==> src/design/sm3_pkg.sv <==
// Shared types, constants and bit functions for the SM3 hash engine.
// Depends on nothing; used by every module of the engine.
package sm3_pkg;

	typedef struct packed {
		logic [31:0] msg_word;
		logic [2:0]  valid_bytes;
		logic        final_item;
	} msg_t;

	typedef struct packed {
		logic [31:0] digest_word;
		logic [2:0]  word_index;
		logic        last_word;
	} dig_t;

	// Chaining value, word 0 in the lowest slot
	typedef logic [7:0][31:0] chain_t;

	// Status of the compression unit
	typedef struct packed {
		logic rnd_act;
		logic done;
	} cmp_stat_t;

	localparam logic [31:0] T_LO   = 32'h79CC4519;
	localparam logic [31:0] T_HI   = 32'h7A879D8A;
	localparam logic [31:0] MARKER = 32'h80000000;

	localparam chain_t IV = {
		32'hB0FB0E4E, 32'hE38DEE4D, 32'h163138AA, 32'hA96F30BC,
		32'hDA8A0600, 32'h172442D7, 32'h4914B2B9, 32'h7380166F
	};

	function automatic logic [31:0] rotl32(input logic [31:0] x, input logic [4:0] r);
		logic [63:0] d;
		d = {x, x} << r;
		return d[63:32];
	endfunction

	function automatic logic [31:0] perm0(input logic [31:0] x);
		return x ^ rotl32(x, 5'd9) ^ rotl32(x, 5'd17);
	endfunction

	function automatic logic [31:0] perm1(input logic [31:0] x);
		return x ^ rotl32(x, 5'd15) ^ rotl32(x, 5'd23);
	endfunction

endpackage

==> src/design/sm3_msg_sched.sv <==
// Message block store and expansion window: 16 words, shifted per push or round.
// Depends on sm3_pkg for the rotate and permutation functions.
module sm3_msg_sched (
	input  logic        clk,
	input  logic        push_en,
	input  logic [31:0] push_word,
	input  logic        shift_en,
	output logic [31:0] wj,
	output logic [31:0] wjx
);

	logic [31:0] win_q [16];
	logic [31:0] w_new;

	// W[j+16] from the current window
	assign w_new = sm3_pkg::perm1(win_q[0] ^ win_q[7] ^ sm3_pkg::rotl32(win_q[13], 5'd15))
		^ sm3_pkg::rotl32(win_q[3], 5'd7) ^ win_q[10];

	assign wj  = win_q[0];
	assign wjx = win_q[0] ^ win_q[4];

	always_ff @(posedge clk) begin
		if (push_en || shift_en) begin
			for (int i = 0; i < 15; i++) begin
				win_q[i] <= win_q[i + 1];
			end
			win_q[15] <= push_en ? push_word : w_new;
		end
	end

endmodule

==> src/design/sm3_compress.sv <==
// Compression unit: one SM3 round per cycle over 64 rounds, then a fold into the chain.
// Depends on sm3_pkg for types, constants and bit functions.
module sm3_compress (
	input  logic                clk,
	input  logic                arst_n,
	input  logic                start,
	input  logic                init_iv,
	input  logic [31:0]         wj,
	input  logic [31:0]         wjx,
	output sm3_pkg::chain_t     chain,
	output sm3_pkg::cmp_stat_t  stat
);

	sm3_pkg::chain_t chain_q;
	logic [31:0] a_q, b_q, c_q, d_q, e_q, f_q, g_q, h_q;
	logic [5:0]  rnd_q;
	logic        run_q;
	logic        fold_q;

	logic        early;
	logic [31:0] t_rot, a12, ss1, ss2, ffv, ggv, tt1, tt2;

	assign early = (rnd_q[5:4] == 2'b00);

	always_comb begin
		t_rot = sm3_pkg::rotl32(early ? sm3_pkg::T_LO : sm3_pkg::T_HI, rnd_q[4:0]);
		a12   = sm3_pkg::rotl32(a_q, 5'd12);
		ss1   = sm3_pkg::rotl32(a12 + e_q + t_rot, 5'd7);
		ss2   = ss1 ^ a12;
		ffv   = early ? (a_q ^ b_q ^ c_q) : ((a_q & b_q) | (a_q & c_q) | (b_q & c_q));
		ggv   = early ? (e_q ^ f_q ^ g_q) : ((e_q & f_q) | (~e_q & g_q));
		tt1   = ffv + d_q + ss2 + wjx;
		tt2   = ggv + h_q + ss1 + wj;
	end

	always_ff @(posedge clk or negedge arst_n) begin
		if (!arst_n) begin
			run_q   <= 1'b0;
			fold_q  <= 1'b0;
			rnd_q   <= '0;
			chain_q <= sm3_pkg::IV;
		end else begin
			fold_q <= 1'b0;
			if (start) begin
				run_q <= 1'b1;
				rnd_q <= '0;
			end else if (run_q) begin
				rnd_q <= rnd_q + 6'd1;
				if (rnd_q == 6'd63) begin
					run_q  <= 1'b0;
					fold_q <= 1'b1;
				end
			end
			if (init_iv) begin
				chain_q <= sm3_pkg::IV;
			end else if (fold_q) begin
				chain_q <= chain_q ^ {h_q, g_q, f_q, e_q, d_q, c_q, b_q, a_q};
			end
		end
	end

	// working variables: load from the chain, then advance one round a cycle
	always_ff @(posedge clk) begin
		if (start) begin
			a_q <= chain_q[0];
			b_q <= chain_q[1];
			c_q <= chain_q[2];
			d_q <= chain_q[3];
			e_q <= chain_q[4];
			f_q <= chain_q[5];
			g_q <= chain_q[6];
			h_q <= chain_q[7];
		end else if (run_q) begin
			d_q <= c_q;
			c_q <= sm3_pkg::rotl32(b_q, 5'd9);
			b_q <= a_q;
			a_q <= tt1;
			h_q <= g_q;
			g_q <= sm3_pkg::rotl32(f_q, 5'd19);
			f_q <= e_q;
			e_q <= sm3_pkg::perm0(tt2);
		end
	end

	assign chain        = chain_q;
	assign stat.rnd_act = run_q;
	assign stat.done    = fold_q;

endmodule

==> src/design/sm3_hash_engine_core.sv <==
// SM3 hash engine top level: word intake, padding sequencer and digest output.
// Depends on sm3_pkg, sm3_msg_sched and sm3_compress.
//
// Usage:
//   msg channel (msg_valid/msg_ready/msg_data) takes the message as big-endian
//   32-bit words. A word without final_item counts as four bytes. The word with
//   final_item carries 0..4 leading bytes (values above four count as four).
//   dig channel (dig_valid/dig_ready/dig_data) returns the eight digest words,
//   word_index 0 first, last_word set on word 7.
// Timing:
//   The 16th word of a block starts the shared round unit; msg_ready stays
//   low through the rounds and the fold, so no new word is taken until the
//   block is folded. After the final word the sequencer pushes padding
//   words one per cycle and compresses one or two more blocks, then
//   presents the digest. Output words leave one per cycle while dig_ready
//   is high; a stalled receiver simply holds the digest in place and no new
//   word is taken.
// Reset:
//   arst_n clears the sequencer, the byte count and loads the SM3 initial
//   vector. After the last digest word the engine re-initializes the same way.
module sm3_hash_engine_core (
	input  logic           clk,
	input  logic           arst_n,
	input  logic           msg_valid,
	output logic           msg_ready,
	input  sm3_pkg::msg_t  msg_data,
	output logic           dig_valid,
	input  logic           dig_ready,
	output sm3_pkg::dig_t  dig_data
);

	localparam logic [1:0] ST_IDLE = 2'd0;
	localparam logic [1:0] ST_COMP = 2'd1;
	localparam logic [1:0] ST_PAD  = 2'd2;
	localparam logic [1:0] ST_OUT  = 2'd3;

	logic [1:0]  state_q;
	logic [3:0]  cnt_q;         // words held in the current block
	logic [60:0] byte_total_q;
	logic        fin_q;         // final word seen, padding in progress
	logic        need_marker_q; // 0x80 marker word still to push
	logic        spill_q;       // marker took word 14: fill word 15 with zero, length goes next block
	logic        last_q;        // length words pushed, next fold ends message
	logic [2:0]  idx_q;

	logic               msg_acc;
	logic               dig_acc;
	logic               push_en;
	logic [31:0]        push_word;
	logic               start;
	logic               init_iv;
	logic [2:0]         nb;
	logic [63:0]        bit_len;
	logic [31:0]        fin_word;
	logic [31:0]        wj, wjx;
	sm3_pkg::chain_t    chain;
	sm3_pkg::cmp_stat_t stat;

	assign msg_ready = (state_q == ST_IDLE);
	assign dig_valid = (state_q == ST_OUT);
	assign msg_acc   = msg_valid && msg_ready;
	assign dig_acc   = dig_valid && dig_ready;

	// clip the byte count of the final word to four
	assign nb      = (msg_data.valid_bytes > 3'd4) ? 3'd4 : msg_data.valid_bytes;
	assign bit_len = {byte_total_q, 3'b000};

	// final word with fewer than four bytes: keep leading bytes, append marker
	always_comb begin
		case (nb[1:0])
			2'd1:    fin_word = {msg_data.msg_word[31:24], 24'h800000};
			2'd2:    fin_word = {msg_data.msg_word[31:16], 16'h8000};
			2'd3:    fin_word = {msg_data.msg_word[31:8], 8'h80};
			default: fin_word = sm3_pkg::MARKER;
		endcase
	end

	// select the word entering the block store this cycle
	always_comb begin
		push_en   = 1'b0;
		push_word = msg_data.msg_word;
		if (msg_acc) begin
			push_en = 1'b1;
			if (msg_data.final_item && nb != 3'd4) begin
				push_word = fin_word;
			end
		end else if (state_q == ST_PAD) begin
			push_en = 1'b1;
			if (need_marker_q) begin
				push_word = sm3_pkg::MARKER;
			end else if (cnt_q < 4'd14 || spill_q) begin
				push_word = '0;
			end else if (cnt_q == 4'd14) begin
				push_word = bit_len[63:32];
			end else begin
				push_word = bit_len[31:0];
			end
		end
	end

	// a push that fills the block starts the round unit
	assign start   = push_en && (cnt_q == 4'd15);
	assign init_iv = dig_acc && (idx_q == 3'd7);

	always_ff @(posedge clk or negedge arst_n) begin
		if (!arst_n) begin
			state_q       <= ST_IDLE;
			cnt_q         <= '0;
			byte_total_q  <= '0;
			fin_q         <= 1'b0;
			need_marker_q <= 1'b0;
			spill_q       <= 1'b0;
			last_q        <= 1'b0;
			idx_q         <= '0;
		end else begin
			if (push_en) begin
				cnt_q <= cnt_q + 4'd1;
			end
			unique case (state_q)
				ST_IDLE: begin
					if (msg_acc) begin
						if (msg_data.final_item) begin
							byte_total_q  <= byte_total_q + 61'(nb);
							fin_q         <= 1'b1;
							need_marker_q <= (nb == 3'd4);
							spill_q       <= (nb != 3'd4) && (cnt_q == 4'd14);
						end else begin
							byte_total_q <= byte_total_q + 61'd4;
						end
						if (start) begin
							state_q <= ST_COMP;
						end else if (msg_data.final_item) begin
							state_q <= ST_PAD;
						end
					end
				end
				ST_PAD: begin
					need_marker_q <= 1'b0;
					// marker in word 14 leaves no room for the length here
					if (need_marker_q && cnt_q == 4'd14) begin
						spill_q <= 1'b1;
					end
					if (start) begin
						state_q <= ST_COMP;
						spill_q <= 1'b0;
						if (!need_marker_q && !spill_q) begin
							last_q <= 1'b1;
						end
					end
				end
				ST_COMP: begin
					// wait for the fold, then resume intake, padding or output
					if (stat.done) begin
						if (!fin_q) begin
							state_q <= ST_IDLE;
						end else if (last_q) begin
							state_q <= ST_OUT;
						end else begin
							state_q <= ST_PAD;
						end
					end
				end
				ST_OUT: begin
					if (dig_acc) begin
						idx_q <= idx_q + 3'd1;
						if (idx_q == 3'd7) begin
							state_q      <= ST_IDLE;
							byte_total_q <= '0;
							fin_q        <= 1'b0;
							last_q       <= 1'b0;
						end
					end
				end
				default: state_q <= ST_IDLE;
			endcase
		end
	end

	sm3_msg_sched u_sched (
		.clk       (clk),
		.push_en   (push_en),
		.push_word (push_word),
		.shift_en  (stat.rnd_act),
		.wj        (wj),
		.wjx       (wjx)
	);

	sm3_compress u_comp (
		.clk     (clk),
		.arst_n  (arst_n),
		.start   (start),
		.init_iv (init_iv),
		.wj      (wj),
		.wjx     (wjx),
		.chain   (chain),
		.stat    (stat)
	);

	assign dig_data.digest_word = chain[idx_q];
	assign dig_data.word_index  = idx_q;
	assign dig_data.last_word   = (idx_q == 3'd7);

	// the round unit only finishes while the sequencer waits for it
	a_done_in_comp: assert property (@(posedge clk) disable iff (!arst_n)
		stat.done |-> state_q == ST_COMP)
		else $error("round unit finished outside compression wait");

	// the sequencer never leaves the wait before the fold
	a_comp_holds: assert property (@(posedge clk) disable iff (!arst_n)
		(state_q == ST_COMP && !stat.done) |=> state_q == ST_COMP)
		else $error("left compression wait early");

	// digest only shown on a block boundary with padding complete
	a_out_clean: assert property (@(posedge clk) disable iff (!arst_n)
		state_q == ST_OUT |-> (cnt_q == 4'd0 && !need_marker_q && last_q))
		else $error("digest presented with padding incomplete");

	// after the last digest word the message state is clear
	a_reinit: assert property (@(posedge clk) disable iff (!arst_n)
		(dig_acc && dig_data.last_word) |=> (byte_total_q == '0 && !fin_q
			&& state_q == ST_IDLE))
		else $error("engine not re-initialized after digest");

endmodule
==> config.mk <==
export PLATFORM = sky130hd
export DESIGN_NAME = sm3_hash_engine_core
export DESIGN_NICKNAME = d
export VERILOG_FILES = /design/src/design/sm3_pkg.sv /design/src/design/sm3_msg_sched.sv /design/src/design/sm3_compress.sv /design/src/design/sm3_hash_engine_core.sv
export SDC_FILE = /design/constraint.sdc
export NUM_CORES = 2
export LEC_CHECK = 0
export BUFFER_PORTS_ARGS = -buffer_cell sky130_fd_sc_hd__clkbuf_2
export CAP_MARGIN = 5
export CELL_PAD_IN_SITES_DETAIL_PLACEMENT = 1
export CELL_PAD_IN_SITES_GLOBAL_PLACEMENT = 1
export CORE_MARGIN = 3
export CORE_UTILIZATION = 56
export DETAILED_ROUTE_END_ITERATION = 12
export PLACE_DENSITY = 0.86
export SLEW_MARGIN = 25
export SYNTH_ARGS = -nofsm -noshare
export SYNTH_HDL_FRONTEND = slang
export SYNTH_SLANG_ARGS = --single-unit
==> constraint.sdc <==
create_clock -name clk -period 30 [get_ports clk]
set_input_delay 4.5 -clock clk [delete_from_list [all_inputs] [get_ports clk]]
set_output_delay 4.5 -clock clk [all_outputs]
set_load 0.02 [all_outputs]
==> impl_summary.log <==
INFO  metric drt_iter0_markers = 5,186
INFO  metric grt_pass1_vias = 44,100
INFO  metric avgSynthCellArea = 11.3 sq um
INFO  metric insertion_delay = 0.76 ns
INFO  metric sequential_cell_area = 31,700 sq um
INFO  metric grt_overflow_total = 0
INFO  metric ys_dominant_reg_cell = edfxtp_1
INFO  metric dieArea = 109,000 sq um
INFO  metric fmaxAchievable = 91.9 MHz
INFO  metric num-nets-final = 5,531
INFO  metric largest_register_ffs = 512
INFO  metric cts_max_level = 3
INFO  metric drive_gt1_share = 10.8%
INFO  metric clk_transition_reported_paths = 0.06 ns
INFO  metric unrepaired_setup_endpoints_after_global_routing = no
INFO  metric starting_utilization_of_the_core_area = 56.5%
INFO  metric grt_max_degree = 200
INFO  metric top_register = u_sched.win_q
INFO  metric place_congestion = 1.04
INFO  metric worst_ep_required_time = 30.55 ns
INFO  metric synth.lib_cells_used.distinct = 89
INFO  metric critPathMostFrequentCell = o21ai_1
INFO  metric fillerInstances = 10,600
INFO  metric worst_pin_slew = 1.12 ns
INFO  metric critical_path.max_stage_delay = 1.04 ns
INFO  metric finalHoldViolCount = 0
INFO  metric numPlacedInstances = 6,453
INFO  metric finalSetupViolCount = 0
INFO  metric synth_warnings = 0
INFO  metric cts_resized = 0
INFO  metric final_antenna_net_count = 0
INFO  metric worst_path_dominant_cell_family = compound AO/OA/AOI/OAI gates
INFO  metric post_cts_buffers = 0
INFO  metric layout.cells.non_filler = 6,678
INFO  metric synthCells = 5,168
INFO  metric syn_area = 58,600 sq um
INFO  metric row_count = 118
INFO  metric mappedNetlistNets = 5,507
INFO  metric initial_antenna_violation_count = 12
INFO  metric ctsLongestPathBuffers = 3
INFO  metric ioPinCount = 78
INFO  metric drc = 0
INFO  metric critical_path.max_fanout = 26
INFO  metric timing.hold.worst.class = register to register
INFO  metric clock_skew = 0.0479 ns
INFO  metric dieHeight = 329 um
INFO  metric grt_first_pass_wirelength = 311,000 um
INFO  metric finalMaxSlewViolations = 0
INFO  metric synth.ff_latch_count = 1,106
INFO  metric die_x = 329 um
INFO  metric timing.critical_path.buf_inv = 4
INFO  metric data_arrival_time_of_the_worst_path = 11.44 ns
INFO  metric combined_area_of_the_multi_input_logic_cells = 25,100 sq um
INFO  metric drt-vias-per-instance = 6.44
INFO  metric groute.usage.overall = 40.0%
INFO  metric synth-edff-count = 768
INFO  metric critical-path-slowest-cell = dfrtp_1
INFO  metric placed_cell_area = 60,300 sq um
INFO  metric route.final.wire_length = 216,000 um
INFO  metric core = 104,000 sq um
INFO  metric cts.hold.buffers_added = 0
INFO  metric tritoncts = built
INFO  metric startpoint_type = register
INFO  metric max-slew-margin-rel = 24.8%
INFO  metric dp.final_hpwl = 155,000 um
INFO  metric finish.instance_area = 64,300 sq um
INFO  metric clk_root_buffer_cell = clkbuf_16
INFO  metric via_count = 43,000
INFO  metric clock_sinks = 1,106
INFO  metric timing.critical_path.to_type = register
INFO  metric period_needed = 10.89 ns
INFO  metric cts_made_buffers = 115
INFO  metric setup-tns-final = 0 ns
INFO  metric final_critical_path_share_of_the_clock_period = 36.3%
INFO  metric final_core_util = 62.0%
INFO  metric synthArstFlopShare = 30.6%
INFO  metric avgRoutedWirePerCell = 32.3 um
INFO  metric synthToLayoutAreaGrowth = 9.75%
INFO  metric io_buffers = 77
INFO  metric drv_cap = 0
INFO  metric ys_seq_area_share = 54.1%
INFO  metric firstDrtPassIters = 6
INFO  metric status = completed
INFO  metric path_class = register to register
layout make-up:
| cell class | instances | share of cell area [%] |
|---|---|---|
| Antenna cell | 4 | 0.0156 |
| Clock buffer | 152 | 4.90 |
| Clock inverter | 67 | 1.18 |
| Inverter | 277 | 1.62 |
| Multi-Input combinational cell | 3572 | 39.1 |
| Sequential cell | 1106 | 49.3 |
| Tap cell | 1380 | 2.69 |
| Timing Repair Buffer | 120 | 1.26 |
layer usage:
layer,GRT usage [%],routed length [um],up-vias
li1,-,-,17800
met1,51.2,80200,22200
met2,62.1,98900,2426
met3,8.46,19300,593
met4,26.0,17400,4
met5,0,27,-
Yosys cell counts, types with 64 or more instances:
library cell	number	area (sq um)
fa_1	189	3780
clkbuf_1	189	709
xor2_1	283	2480
nand2_1	942	3540
dfrtp_1	219	5480
mux4_2	64	1440
a21oi_1	339	1700
inv_1	274	1030
nor2_1	349	1310
ha_1	110	1380
xnor2_1	342	3000
edfxtp_1	768	23100
dfstp_2	119	3130
o21ai_0	329	1650
and3_1	145	907
layout by cell type (no fill, tap or decap), drive strengths merged, types with 219 or more instances in the layout:
cell    Yosys  final
o21ai     341    341
inv       276    280
a21oi     341    341
xnor2     345    345
dfrtp     219    219
xor2      284    284
nand2     942    942
edfxtp    768    768
clkbuf    192    228
nor2      351    351
worst paths after layout:
kind / depth (start not counted) / slack, ns / start / endpoint
setup reg to reg: 36 / 19.11 / u_comp.rnd_q[5] / u_comp.e_q[31]
setup / recovery: 36 / 19.11 / u_comp.rnd_q[5] / u_comp.e_q[31]
hold / removal: 0 / 0.41 / u_sched.win_q[0][90] / u_sched.win_q[0][58]
min in group asynchronous: 1 / 3.78 / arst_n / u_comp.chain[99]
max in group asynchronous: 3 / 23.93 / arst_n / idx_q[0]
hold reg to reg: 0 / 0.41 / u_sched.win_q[0][90] / u_sched.win_q[0][58]
through the flow:
step                      hold slack, ns  worst slack (ns)
after global placement             0.400             19.68
final                              0.414             19.11
after CTS                          0.408             19.36
after global routing               0.418             18.61
after detailed placement           0.405             19.47
after floorplan                    0.400             12.82
kinds of logic (layout without fill, tap and decap cells):
logic type / Yosys count / in the layout / synth area share, %
other: 0 / 4 / 0
multiplexers: 141 / 141 / 3.88
AO/OA/AOI/OAI: 907 / 907 / 8.93
XOR/XNOR: 635 / 635 / 9.71
AND/OR/NAND/NOR: 1590 / 1590 / 11.4
flip-flops: 1106 / 1106 / 54.1
adder cells (fa/ha/maj): 299 / 299 / 8.81
buffers and inverters: 490 / 616 / 3.18
Power is not shown: default switching activity piles up to over one toggle a cycle in this logic, so the estimate is an artifact.
